`src/design/sfs_pkg.sv`:
```
// sfs_pkg: shared types and constants of the sprite frame sequencer
// no dependencies; used by every design file by scoped name
package sfs_pkg;

  // operation codes of an input beat
  typedef enum logic [2:0] {
    OP_TICK,
    OP_PLAY_RANGE,
    OP_PLAY_LIST,
    OP_PAUSE,
    OP_STOP,
    OP_SELECT,
    OP_WRITE_ENTRY,
    OP_RETARGET
  } op_e;

  // configuration register indexes
  typedef enum logic [2:0] {
    REG_START_FRAME,
    REG_END_FRAME,
    REG_LOOP_LIMIT,
    REG_FRAME_PERIOD,
    REG_SHEET_COLUMNS,
    REG_CELL_WIDTH,
    REG_CELL_HEIGHT
  } cfg_reg_e;

  // controller states
  typedef enum logic [2:0] {
    ST_IDLE,
    ST_EXEC,
    ST_CHECK,
    ST_READ,
    ST_DIV_INIT,
    ST_DIV,
    ST_MUL,
    ST_DONE
  } state_e;

  localparam int unsigned CFG_IDX_W  = 3;
  localparam int unsigned CFG_DATA_W = 24;
  localparam int unsigned ACC_W      = 25;
  localparam int unsigned LOOPS_W    = 9;
  localparam int unsigned RECT_W     = 20;

  localparam logic [ACC_W-1:0]   ACC_MAX      = 25'h1FF_FFFF;
  localparam logic [LOOPS_W-1:0] LOOPS_MAX    = 9'd511;
  localparam logic [LOOPS_W-1:0] LOOP_FOREVER = 9'h1FF;
  localparam logic [2:0]         DIV_LAST     = 3'd7;

  typedef struct packed {
    logic [2:0]  operation;
    logic [15:0] elapsed_us;
    logic        flag_value;
    logic [7:0]  frame_or_entry;
    logic [3:0]  entry_slot;
    logic [4:0]  list_count;
  } in_t;

  typedef struct packed {
    logic [19:0] rect_x;
    logic [19:0] rect_y;
    logic [7:0]  frame_position;
    logic        playing;
    logic        stopped;
  } out_t;

  // controller to datapath
  typedef struct packed {
    logic load;
    logic exec;
    logic check;
    logic read;
    logic div_init;
    logic div_step;
    logic mul;
    logic out_load;
  } cmd_t;

  // datapath to controller
  typedef struct packed {
    logic tick_run;
    logic select;
    logic advance;
    logic list_mode;
    logic div_last;
  } sts_t;

endpackage

```
`src/design/sfs_ctrl.sv`:
```
// sfs_ctrl: sequencing state machine and output beat valid
// depends on sfs_pkg
module sfs_ctrl (
  input  logic          clk_i,
  input  logic          rst_ni,
  input  logic          in_valid_i,
  output logic          in_ready_o,
  output logic          out_valid_o,
  input  logic          out_ready_i,
  input  sfs_pkg::sts_t sts_i,
  output sfs_pkg::cmd_t cmd_o
);

  sfs_pkg::state_e state_q, state_d;
  logic            out_valid_q, out_valid_d;
  logic            out_free;

  assign out_free = !out_valid_q || out_ready_i;

  always_comb begin
    state_d = state_q;
    case (state_q)
      sfs_pkg::ST_IDLE: begin
        if (in_valid_i) state_d = sfs_pkg::ST_EXEC;
      end
      sfs_pkg::ST_EXEC: begin
        if (sts_i.tick_run)    state_d = sfs_pkg::ST_CHECK;
        else if (sts_i.select) state_d = sfs_pkg::ST_DIV_INIT;
        else                   state_d = sfs_pkg::ST_DONE;
      end
      sfs_pkg::ST_CHECK: begin
        if (!sts_i.advance)      state_d = sfs_pkg::ST_DONE;
        else if (sts_i.list_mode) state_d = sfs_pkg::ST_READ;
        else                     state_d = sfs_pkg::ST_DIV_INIT;
      end
      sfs_pkg::ST_READ:     state_d = sfs_pkg::ST_DIV_INIT;
      sfs_pkg::ST_DIV_INIT: state_d = sfs_pkg::ST_DIV;
      sfs_pkg::ST_DIV: begin
        if (sts_i.div_last) state_d = sfs_pkg::ST_MUL;
      end
      sfs_pkg::ST_MUL:      state_d = sfs_pkg::ST_DONE;
      sfs_pkg::ST_DONE: begin
        if (out_free) state_d = sfs_pkg::ST_IDLE;
      end
      default:              state_d = sfs_pkg::ST_IDLE;
    endcase
  end

  always_comb begin
    cmd_o          = '0;
    cmd_o.load     = (state_q == sfs_pkg::ST_IDLE) && in_valid_i;
    cmd_o.exec     = (state_q == sfs_pkg::ST_EXEC);
    cmd_o.check    = (state_q == sfs_pkg::ST_CHECK);
    cmd_o.read     = (state_q == sfs_pkg::ST_READ);
    cmd_o.div_init = (state_q == sfs_pkg::ST_DIV_INIT);
    cmd_o.div_step = (state_q == sfs_pkg::ST_DIV);
    cmd_o.mul      = (state_q == sfs_pkg::ST_MUL);
    cmd_o.out_load = (state_q == sfs_pkg::ST_DONE) && out_free;
    in_ready_o     = (state_q == sfs_pkg::ST_IDLE);
    out_valid_d    = out_valid_q;
    if (cmd_o.out_load) out_valid_d = 1'b1;
    else if (out_ready_i) out_valid_d = 1'b0;
  end

  assign out_valid_o = out_valid_q;

  always_ff @(posedge clk_i or negedge rst_ni) begin
    if (!rst_ni) begin
      state_q     <= sfs_pkg::ST_IDLE;
      out_valid_q <= 1'b0;
    end else begin
      state_q     <= state_d;
      out_valid_q <= out_valid_d;
    end
  end

endmodule

```
`src/design/sfs_datapath.sv`:
```
// sfs_datapath: config registers, animation state, frame list memory,
// serial divider for the sheet column split and rectangle multipliers
// depends on sfs_pkg
module sfs_datapath #(
  parameter int unsigned LIST_DEPTH = 16
) (
  input  logic                                clk_i,
  input  logic                                rst_ni,
  input  logic                                cfg_we_i,
  input  logic [sfs_pkg::CFG_IDX_W-1:0]       cfg_idx_i,
  input  logic [sfs_pkg::CFG_DATA_W-1:0]      cfg_wdata_i,
  input  sfs_pkg::in_t                        in_data_i,
  output sfs_pkg::out_t                       out_data_o,
  input  sfs_pkg::cmd_t                       cmd_i,
  output sfs_pkg::sts_t                       sts_o
);

  localparam int unsigned AW = (LIST_DEPTH > 1) ? $clog2(LIST_DEPTH) : 1;
  localparam int unsigned LW = $clog2(LIST_DEPTH + 1);
  localparam logic [8:0]  DEPTH9 = 9'(LIST_DEPTH);

  // configuration
  logic [7:0]  start_q, end_q, cols_q;
  logic [8:0]  limit_q;
  logic [23:0] period_q;
  logic [11:0] cw_q, ch_q;

  // animation state
  logic [7:0]                  pos_q;
  logic [sfs_pkg::ACC_W-1:0]   acc_q;
  logic [sfs_pkg::LOOPS_W-1:0] loops_q;
  logic                        paused_q, stopped_q, playing_q, list_mode_q;
  logic [LW-1:0]               list_len_q;
  logic [sfs_pkg::RECT_W-1:0]  rect_x_q, rect_y_q;

  // payload
  sfs_pkg::in_t  in_q;
  sfs_pkg::out_t out_q;
  logic [7:0]    src_q, rem_q, quo_q;
  logic [2:0]    div_cnt_q;
  logic [7:0]    mem_q [LIST_DEPTH];

  sfs_pkg::op_e                op;
  logic [25:0]                 acc_sum;
  logic [sfs_pkg::ACC_W-1:0]   acc_sat;
  logic [8:0]                  pos_inc, slot9, cnt9, cnt_clamp;
  logic                        range_wrap, list_wrap, exceeded, slot_ok, pos_ok;
  logic [sfs_pkg::LOOPS_W-1:0] loops_inc;
  logic [7:0]                  range_pos, cols;
  logic [8:0]                  rem_try;
  logic                        rem_ge;
  logic [19:0]                 prod_x, prod_y;

  assign op      = sfs_pkg::op_e'(in_q.operation);
  assign acc_sum = {1'b0, acc_q} + 26'(in_q.elapsed_us);
  assign acc_sat = acc_sum[25] ? sfs_pkg::ACC_MAX : acc_sum[24:0];
  assign pos_inc = {1'b0, pos_q} + 9'd1;
  assign cols    = (cols_q == 8'd0) ? 8'd1 : cols_q;

  assign range_wrap = pos_inc > {1'b0, end_q};
  assign list_wrap  = pos_inc >= 9'(list_len_q);
  assign loops_inc  = (loops_q == sfs_pkg::LOOPS_MAX) ? loops_q : loops_q + 9'd1;
  // a negative limit other than forever stops on any completed loop
  assign exceeded   = (limit_q != sfs_pkg::LOOP_FOREVER) &&
                      (limit_q[8] || (loops_inc > {1'b0, limit_q[7:0]}));
  assign range_pos  = !range_wrap ? pos_inc[7:0] : (exceeded ? end_q : start_q);

  assign slot9   = 9'(in_q.entry_slot);
  assign slot_ok = slot9 < DEPTH9;
  assign pos_ok  = {1'b0, pos_q} < DEPTH9;

  always_comb begin
    cnt9      = 9'(in_q.list_count);
    cnt_clamp = cnt9;
    if (cnt9 == 9'd0)   cnt_clamp = 9'd1;
    if (cnt9 > DEPTH9)  cnt_clamp = DEPTH9;
  end

  // one restoring step per cycle, msb first
  assign rem_try = {rem_q, quo_q[7]};
  assign rem_ge  = rem_try >= {1'b0, cols};
  assign prod_x  = {12'd0, rem_q} * {8'd0, cw_q};
  assign prod_y  = {12'd0, quo_q} * {8'd0, ch_q};

  assign sts_o.tick_run  = (op == sfs_pkg::OP_TICK) && !paused_q && !stopped_q;
  assign sts_o.select    = (op == sfs_pkg::OP_SELECT);
  assign sts_o.advance   = acc_q > {1'b0, period_q};
  assign sts_o.list_mode = list_mode_q;
  assign sts_o.div_last  = (div_cnt_q == sfs_pkg::DIV_LAST);

  assign out_data_o = out_q;

  // configuration and animation state
  always_ff @(posedge clk_i or negedge rst_ni) begin
    if (!rst_ni) begin
      start_q     <= 8'd0;
      end_q       <= 8'd0;
      limit_q     <= sfs_pkg::LOOP_FOREVER;
      period_q    <= 24'd100000;
      cols_q      <= 8'd1;
      cw_q        <= 12'd16;
      ch_q        <= 12'd16;
      pos_q       <= 8'd0;
      acc_q       <= '0;
      loops_q     <= '0;
      paused_q    <= 1'b0;
      stopped_q   <= 1'b0;
      playing_q   <= 1'b0;
      list_mode_q <= 1'b0;
      list_len_q  <= LW'(1);
      rect_x_q    <= '0;
      rect_y_q    <= '0;
    end else begin
      if (cfg_we_i) begin
        case (sfs_pkg::cfg_reg_e'(cfg_idx_i))
          sfs_pkg::REG_START_FRAME:   start_q  <= cfg_wdata_i[7:0];
          sfs_pkg::REG_END_FRAME:     end_q    <= cfg_wdata_i[7:0];
          sfs_pkg::REG_LOOP_LIMIT:    limit_q  <= cfg_wdata_i[8:0];
          sfs_pkg::REG_FRAME_PERIOD:  period_q <= cfg_wdata_i;
          sfs_pkg::REG_SHEET_COLUMNS: cols_q   <= cfg_wdata_i[7:0];
          sfs_pkg::REG_CELL_WIDTH:    cw_q     <= cfg_wdata_i[11:0];
          sfs_pkg::REG_CELL_HEIGHT:   ch_q     <= cfg_wdata_i[11:0];
          default: ;
        endcase
      end
      if (cmd_i.exec) begin
        case (op)
          sfs_pkg::OP_TICK: begin
            if (paused_q || stopped_q) playing_q <= 1'b0;
            else                       acc_q     <= acc_sat;
          end
          sfs_pkg::OP_PLAY_RANGE: begin
            acc_q       <= {1'b0, period_q};
            pos_q       <= start_q;
            loops_q     <= '0;
            list_mode_q <= 1'b0;
            paused_q    <= 1'b0;
            stopped_q   <= 1'b0;
            playing_q   <= 1'b1;
          end
          sfs_pkg::OP_PLAY_LIST: begin
            list_mode_q <= 1'b1;
            list_len_q  <= LW'(cnt_clamp);
            pos_q       <= 8'd0;
            loops_q     <= '0;
            paused_q    <= 1'b0;
            stopped_q   <= 1'b0;
            playing_q   <= 1'b1;
          end
          sfs_pkg::OP_PAUSE: paused_q <= in_q.flag_value;
          sfs_pkg::OP_STOP: begin
            stopped_q <= in_q.flag_value;
            if (in_q.flag_value) playing_q <= 1'b0;
          end
          sfs_pkg::OP_SELECT:      paused_q <= 1'b1;
          sfs_pkg::OP_WRITE_ENTRY: ;
          default: begin
            acc_q <= '0;
            pos_q <= start_q;
          end
        endcase
      end
      if (cmd_i.check && sts_o.advance) begin
        acc_q <= '0;
        if (list_mode_q) begin
          if (list_wrap) begin
            loops_q <= loops_inc;
            if (exceeded) stopped_q <= 1'b1;
            pos_q <= 8'd0;
          end else begin
            pos_q <= pos_inc[7:0];
          end
        end else begin
          pos_q <= range_pos;
          if (range_wrap) begin
            loops_q <= loops_inc;
            if (exceeded) begin
              loops_q   <= '0;
              stopped_q <= 1'b1;
            end
          end
        end
      end
      if (cmd_i.mul) begin
        rect_x_q <= prod_x;
        rect_y_q <= prod_y;
      end
    end
  end

  // item, divider and output beat
  always_ff @(posedge clk_i) begin
    if (cmd_i.load) in_q <= in_data_i;
    if (cmd_i.exec) src_q <= in_q.frame_or_entry;
    if (cmd_i.check) src_q <= range_pos;
    if (cmd_i.read) src_q <= pos_ok ? mem_q[pos_q[AW-1:0]] : 8'd0;
    if (cmd_i.div_init) begin
      rem_q     <= 8'd0;
      quo_q     <= src_q;
      div_cnt_q <= 3'd0;
    end
    if (cmd_i.div_step) begin
      rem_q     <= rem_ge ? 8'(rem_try - {1'b0, cols}) : rem_try[7:0];
      quo_q     <= {quo_q[6:0], rem_ge};
      div_cnt_q <= div_cnt_q + 3'd1;
    end
    if (cmd_i.out_load) begin
      out_q.rect_x         <= rect_x_q;
      out_q.rect_y         <= rect_y_q;
      out_q.frame_position <= pos_q;
      out_q.playing        <= playing_q;
      out_q.stopped        <= stopped_q;
    end
  end

  // frame list table
  always_ff @(posedge clk_i) begin
    if (cmd_i.exec && (op == sfs_pkg::OP_WRITE_ENTRY) && slot_ok) begin
      mem_q[slot9[AW-1:0]] <= in_q.frame_or_entry;
    end
  end

endmodule

```
`src/design/sprite_frame_sequencer.sv`:
```
// sequence: plain commands run exec then done; a tick that advances runs exec,
// check, read (list mode only), div init, div, mul, done; select frame runs
// exec, div init, div, mul, done; done waits for a free output register
// throughput: one item at a time; the 8-step serial column divider dominates
// reset: asynchronous active low, clears state and loads register defaults;
// the frame list table is not cleared and reads are valid only once written
module sprite_frame_sequencer #(
  parameter int unsigned LIST_DEPTH = 16
) (
  input  logic                           clk_i,
  input  logic                           rst_ni,
  // item channel
  input  logic                           in_valid_i,
  output logic                           in_ready_o,
  input  sfs_pkg::in_t                   in_data_i,
  // result channel
  output logic                           out_valid_o,
  input  logic                           out_ready_i,
  output sfs_pkg::out_t                  out_data_o,
  // register writes, to be made by the user only while idle; the block does not enforce it
  input  logic                           cfg_we_i,
  input  logic [sfs_pkg::CFG_IDX_W-1:0]  cfg_idx_i,
  input  logic [sfs_pkg::CFG_DATA_W-1:0] cfg_wdata_i
);

  // command and status between controller and datapath
  sfs_pkg::cmd_t cmd;
  sfs_pkg::sts_t sts;

  // controller walks: exec, then for a running tick the period check,
  // then list table read, column divide and rectangle multiply as needed;
  // the finished beat waits in an output register until taken
  sfs_ctrl u_ctrl (
    .clk_i       (clk_i),
    .rst_ni      (rst_ni),
    .in_valid_i  (in_valid_i),
    .in_ready_o  (in_ready_o),
    .out_valid_o (out_valid_o),
    .out_ready_i (out_ready_i),
    .sts_i       (sts),
    .cmd_o       (cmd)
  );

  // datapath holds config, position, accumulator, loop count, flags,
  // the frame list and the rectangle
  sfs_datapath #(
    .LIST_DEPTH (LIST_DEPTH)
  ) u_datapath (
    .clk_i       (clk_i),
    .rst_ni      (rst_ni),
    .cfg_we_i    (cfg_we_i),
    .cfg_idx_i   (cfg_idx_i),
    .cfg_wdata_i (cfg_wdata_i),
    .in_data_i   (in_data_i),
    .out_data_o  (out_data_o),
    .cmd_i       (cmd),
    .sts_o       (sts)
  );

endmodule

```
`config.mk`:
```
export PLATFORM = sky130hd
export DESIGN_NAME = sprite_frame_sequencer
export DESIGN_NICKNAME = d
export VERILOG_FILES = /design/src/design/sfs_pkg.sv /design/src/design/sfs_ctrl.sv /design/src/design/sfs_datapath.sv /design/src/design/sprite_frame_sequencer.sv
export SDC_FILE = /design/constraint.sdc
export NUM_CORES = 1
export LEC_CHECK = 0
export ABC_AREA = 1
export ABC_CLOCK_PERIOD_IN_PS = 12900
export BUFFER_PORTS_ARGS = -buffer_cell sky130_fd_sc_hd__buf_2
export CORE_UTILIZATION = 25
export CTS_BUF_LIST = sky130_fd_sc_hd__clkbuf_8
export CTS_CLUSTER_SIZE = 20
export DETAILED_ROUTE_END_ITERATION = 12
export HOLD_SLACK_MARGIN = 0.05
export PLACE_DENSITY = 0.38
export SLEW_MARGIN = 20
export SYNTH_ARGS = -nofsm -noshare
export SYNTH_HDL_FRONTEND = slang
export SYNTH_HIERARCHICAL = 1
export SYNTH_SLANG_ARGS = --single-unit
```
`constraint.sdc`:
```
create_clock -name clk_i -period 12.9 [get_ports clk_i]
set_input_delay 1.935 -clock clk_i [delete_from_list [all_inputs] [get_ports clk_i]]
set_output_delay 1.935 -clock clk_i [all_outputs]
set_load 0.01 [all_outputs]
```
==> results of run 1 <==
[synthesized netlist by cell type, types with 19 or more instances]
cell,instances,share of area
nand4_1,26,0.0063
nor3_1,24,0.0046
edfxtp_1,242,0.28
o21ai_0,249,0.048
nor2_1,194,0.028
nand3_1,121,0.023
dfstp_2,19,0.019
clkbuf_1,90,0.013
a21oi_1,110,0.021
ha_1,153,0.074
dfrtp_1,157,0.15
inv_1,512,0.074
nand2_1,704,0.10
xor2_1,30,0.010
fa_1,122,0.094
[path summary, 6_finish.rpt]
kind,from,endpoint,slack [ns],cells past startpoint
max,u_datapath/rem_q[4],u_datapath/rect_x_q[14],7.98,16
min,u_datapath/rect_x_q[5],u_datapath/out_data_o[35],0.44,0
max reg2reg,u_datapath/rem_q[4],u_datapath/rect_x_q[14],7.98,16
min reg2reg,u_datapath/rect_x_q[5],u_datapath/out_data_o[35],0.44,0
max in group asynchronous,rst_ni,u_datapath/rect_x_q[17],9.67,3
min in group asynchronous,rst_ni,u_datapath/list_len_q[1],1.22,1
[power breakdown]
part           switching, uW  internal (uW)  leakage [uW]
clock                    619            695      0.000919
sequential               354           1770       0.00440
combinational           2680           1560       0.00904
total                   3650           4020        0.0144
[worst max-delay path: stages (launching register included)]
cell	delay [ns]
edfxtp_1	0.73
nand2_1	0.16
fa_1	0.51
fa_1	0.50
inv_1	0.05
fa_1	0.52
inv_1	0.05
fa_1	0.52
inv_1	0.04
ha_1	0.34
a21o_1	0.20
a21oi_1	0.22
o21ai_0	0.21
a21boi_0	0.32
o21ai_0	0.15
xnor2_1	0.14
o21ai_0	0.08
[cells in the final DEF, fill, tap and decap left out, drive strengths merged, types with 2 or more instances in the layout]
master and n:
ha 153, and2 2, edfxtp 242, diode 2, o221ai 7, clkinv 15, nor4 5, a21oi 113
inv 554, a21o 4, nand4 26, nand3b 7, o21ai 258, o221a 3, a31oi 12, dfstp 19
dfrtp 157, xor2 30, fa 122, o21bai 4, o22ai 14, o21a 5, nor3 28, clkbuf 95
nand3 122, a211oi 5, o211ai 8, a21boi 5, o31ai 4, nor2 201, nand2 708, buf 132
or2 12, a22oi 8, xnor2 15
[metal layers]
metal,global-route usage,up-vias,wire length (um)
met5,0,-,0
met2,0.222,305,32100
li1,-,9653,-
met3,0.0212,92,2520
met1,0.203,8922,36800
met4,0.0358,0,1410
[flip-flops by register name (all words and copies together) (netlist names), 9 cells and up]
signal,count
u_datapath/mem_q,128
u_datapath/out_data_o,50
u_datapath/in_q,29
u_datapath/acc_q,25
u_datapath/period_q,24
u_datapath/rect_x_q,20
u_datapath/rect_y_q,20
u_datapath/ch_q,12
u_datapath/cw_q,12
u_datapath/limit_q,9
u_datapath/loops_q,9
[final cells by class]
class | instances | share of cell area
clock inverter | 49 | 0.0101
timing repair buffer | 133 | 0.0239
clock buffer | 94 | 0.0438
sequential | 418 | 0.396
antenna | 2 | 0.000169
tap | 1368 | 0.0579
multi-input combinational | 1884 | 0.402
inverter | 522 | 0.0664
[metrics by stage]
stage               worst slack, ns  instance area, um2  power, uW  std cells  utilization
floorplan                      7.90               25900       5230       2929            -
finish                         7.98               29500       7670       4470        0.289
global placement               8.05               27900       6500       4325        0.273
detailed placement             7.96               27900       6450       4325        0.273
global route                   7.65               29500       8550       4469        0.289
CTS                            7.93               29500       7850       4468        0.289
[logic make-up (layout without fill, tap and decap cells)]
family                   Yosys count  in the layout  share of synthesized area
AND/OR/NAND/NOR                 1113           1113                      0.177
buffers and inverters            627            798                     0.0922
AO/OA/AOI/OAI                    451            451                     0.0966
flip-flops                       418            418                      0.451
adder cells (fa/ha/maj)          275            275                      0.168
XOR/XNOR                          45             45                     0.0152
other                              0              2                          0
==> metrics.cfg, run 1 <==
[finish]
nNetsFinal = 3383
nFillCells = 10994
area_delta_synth_final_pct = 14.0
drive_above_1_share = 0.101
multi_input_area_mm2 = 0.0119
final-seq-area_mm2 = 0.0117

[worst_setup_path]
worstSetupStartpointType = flop
cp_max_fo = 14
critPathRequiredTime_ns = 13.42
criticalPathCategory = flop to flop
critPathArrivalTime_ns = 5.45
end_kind = flop

[synthesis]
synth_cell_type_count = 55
async_flop_share = 0.421
synthCells = 2929
syn-cell-area_mm2 = 0.0259
synth_fp_nets = 3273
ys_seq_elements = 418
ys_warn_count = 6
synth-main-ff-cell = edfxtp_1
yosysSeqAreaShare = 0.451
postSynthAreaPerCell_um2 = 8.85
synth_edf_count = 242

[floorplan]
core_area_mm2 = 0.102
rows = 117
die_w_um = 324
die_y_um = 324
dieArea_mm2 = 0.105
start_util = 0.253
ios = 121

[clock_tree]
cts_sinks = 418
cts_made_buffers = 80
postCtsSetupBuffers = 0
cts_resized = 0
htreeDepth = 3
cts_max_path_buffers = 3
cts_hold_buffers = 0
clk_latency_ns = 0.72
cts_tree = yes
root_buffer = clkbuf_8
path_clk_slew_ns = 0.06

[timing]
skew_ns = 0.0547
fin_crit_sh = 0.382
rsz0062_at_grt = no
tns_ns = 0
worstMarginPinSlew_ns = 0.976
slew_headroom = 0.347
hold_ws_ns = 0.442
slew_violations = 0
hold_viol_final = 0
max_freq_mhz = 203
setup_viol = 0
post-route-min-period_ns = 4.92

[placement]
portBuffers = 120
hpwl_um = 52600
place.gp.congestion = 0.797

[power]
ir_drop_mv = 0.143
power.leakage_uw = 0.0144
powerDensity_mw_per_mm2 = 260

[route]
drt-initial-drc-count = 969
routed_wl_um = 72800
drt_pass1_iterations = 7
vias = 18972
wl_per_cell_um = 16.3
postRouteAntennaNets = 0
drc = 0
viasPerCell = 4.24

[global_route]
grt_first_pass_wirelength_um = 115000
gr-total-overflow = 0
grt_antenna_before_repair = 7
grt_max_degree = 72
track_usage = 0.142
grt_pass1_vias = 19275

[hold_path]
hp-class = flop to flop

[job]
cap_violations = 0

[outcome]
outcome = complete, no violations

Power figures use the tool's default switching activity.
==> run 2, diff against run 1 <==
--- a/config.mk
+++ b/config.mk
@@ -6,7 +6,7 @@
 export NUM_CORES = 1
 export LEC_CHECK = 0
 export ABC_AREA = 1
-export ABC_CLOCK_PERIOD_IN_PS = 12900
+export ABC_CLOCK_PERIOD_IN_PS = 5050
 export BUFFER_PORTS_ARGS = -buffer_cell sky130_fd_sc_hd__buf_2
 export CORE_UTILIZATION = 25
 export CTS_BUF_LIST = sky130_fd_sc_hd__clkbuf_8
==> constraint.sdc (replaced) <==
create_clock -name clk_i -period 5.05 [get_ports clk_i]
set_input_delay 0.7575 -clock clk_i [delete_from_list [all_inputs] [get_ports clk_i]]
set_output_delay 0.7575 -clock clk_i [all_outputs]
set_load 0.01 [all_outputs]
==> metrics.cfg, run 2 (synthesized netlist as in run 1, its figures left out) <==
[timing]
hold_viol_final = 0
fin_ws_ns = 0.302
rsz0062_at_grt = no
post-route-min-period_ns = 4.75
slew_violations = 0
setup_viol = 0
skew_ns = 0.0566
max_freq_mhz = 211
slew_headroom = 0.313
worstMarginPinSlew_ns = 1.03
tns_ns = 0
fin_crit_sh = 0.940

[power]
powerDensity_mw_per_mm2 = 668
p_comb_frac = 0.562
clockPowerShare = 0.175
switching_share = 0.471
power.share.sequential = 0.263
ir_drop_mv = 0.519
power.leakage_uw = 0.0146
power_switching_uw = 9410
p_int_uw = 10600

[route]
postRouteAntennaNets = 0
vias = 19074
wl_per_cell_um = 16.3
drc = 0
viasPerCell = 4.23
routed_wl_um = 73500
drt-initial-drc-count = 910
drt_pass1_iterations = 5

[worst_setup_path]
criticalPathCategory = flop to flop
end_kind = flop
worstSetupStartpointType = flop
cp_max_fo = 8
critPathRequiredTime_ns = 5.63
critPathArrivalTime_ns = 5.33

[placement]
dp_cells = 4347
place.gp.congestion = 0.800
portBuffers = 120
dpl_worst_slack_ns = 0.244
hpwl_um = 52900

[clock_tree]
htreeDepth = 3
postCtsSetupBuffers = 0
cts_tree = yes
root_buffer = clkbuf_8
clk_latency_ns = 0.74
cts_max_path_buffers = 3
cts_hold_buffers = 0
cts_made_buffers = 81
path_clk_slew_ns = 0.06
cts_resized = 0
cts_sinks = 418

[floorplan]
rows = 117
die_y_um = 324
core_area_mm2 = 0.102
ios = 121
die_w_um = 324
dieArea_mm2 = 0.105
start_util = 0.253

[finish]
postLayoutCoreUtil = 0.292
largest_register_ffs = 128
final_common_cell = nand2_1
layout_common_cells = nand2_1, inv_1, o21ai_0, edfxtp_1, nor2_1
instances_no_fill = 4509
nNetsFinal = 3421
area_delta_synth_final_pct = 15.3
drive_above_1_share = 0.109
nFillCells = 10990

[global_route]
grt_max_degree = 93
grt_pass1_vias = 19530
track_usage = 0.143
grt_first_pass_wirelength_um = 115000
gr-total-overflow = 0
grt_antenna_before_repair = 3

[hold_path]
hp-class = input pin to asynchronous set/reset pin

[outcome]
outcome = complete, no violations

[job]
cap_violations = 0

run 2: cell count changes in the layout (fill, tap and decap cells not counted), moves of 2 or more:
cell | before | now
buf_4 | 13 | 49
inv_1 | 538 | 550
clkbuf_8 | 95 | 86
bufinv_16 | 1 | 6
clkinv_1 | 10 | 7
inv_12 | 4 | 2
run 2: final cells by class:
| type | count | area, um2 | area share |
|---|---|---|---|
| tap | 1368 | 1710 | 0.0573 |
| sequential | 418 | 11700 | 0.392 |
| inverter | 522 | 1960 | 0.0657 |
| antenna | 1 | 2.50 | 0.0000838 |
| clock inverter | 61 | 474 | 0.0159 |
| timing repair buffer | 170 | 997 | 0.0334 |
| multi-input combinational | 1884 | 11900 | 0.397 |
| clock buffer | 85 | 1170 | 0.0392 |
run 2: power groups by stage:
stage	Clock, uW	Sequential, uW	Combinational, uW
finish	3490	5240	11200
global route	3810	5360	13000
CTS	3660	5320	11300
detailed placement	0	5370	11200
global placement	0	5370	11300
floorplan	0	4950	8410
run 2: worst paths after layout:
kind,from,end,slack [ns],cells past startpoint
max,u_datapath/rem_q[4],u_datapath/rect_x_q[19],0.30,20
min,rst_ni,u_datapath/pos_q[6],0.13,1
max reg2reg,u_datapath/rem_q[4],u_datapath/rect_x_q[19],0.30,20
min reg2reg,u_datapath/rect_y_q[7],u_datapath/out_data_o[17],0.45,0
max in group asynchronous,rst_ni,u_datapath/rect_y_q[18],3.86,2
min in group clk_i,in_data_i[21],u_datapath/in_q[21],0.20,1
run 2: per-stage QoR:
step	hold WS [ns]	area (um2)	power, uW
after global placement	0.430	28100	16700
after floorplan	0.419	25900	13400
after detailed placement	0.430	28100	16600
final	0.128	29900	20000
after CTS	0.0942	29800	20300
after global routing	0.141	29900	22200
run 2: per-layer routing:
metal / up-vias / part of all wire / wire length, um / global-route usage
met5: - / 0 / 0 / 0
met4: 0 / 0.021 / 1510 / 0.0410
met3: 86 / 0.035 / 2590 / 0.0215
met2: 329 / 0.44 / 32500 / 0.224
met1: 8933 / 0.50 / 37000 / 0.203
li1: 9726 / - / - / -
run 2: worst max-delay path, stage by stage, from the launching register on:
cell	delay [ns]
edfxtp_1	0.48
buf_4	0.23
nand2_1	0.07
inv_1	0.06
fa_1	0.55
fa_1	0.44
fa_1	0.54
inv_1	0.05
fa_1	0.53
inv_1	0.04
ha_1	0.34
nand2_1	0.09
nor3_1	0.21
nand3_1	0.11
nand3_1	0.15
nand3_1	0.09
nand2_1	0.13
a21oi_1	0.09
or2_2	0.27
nand3_1	0.07
nand2_1	0.05
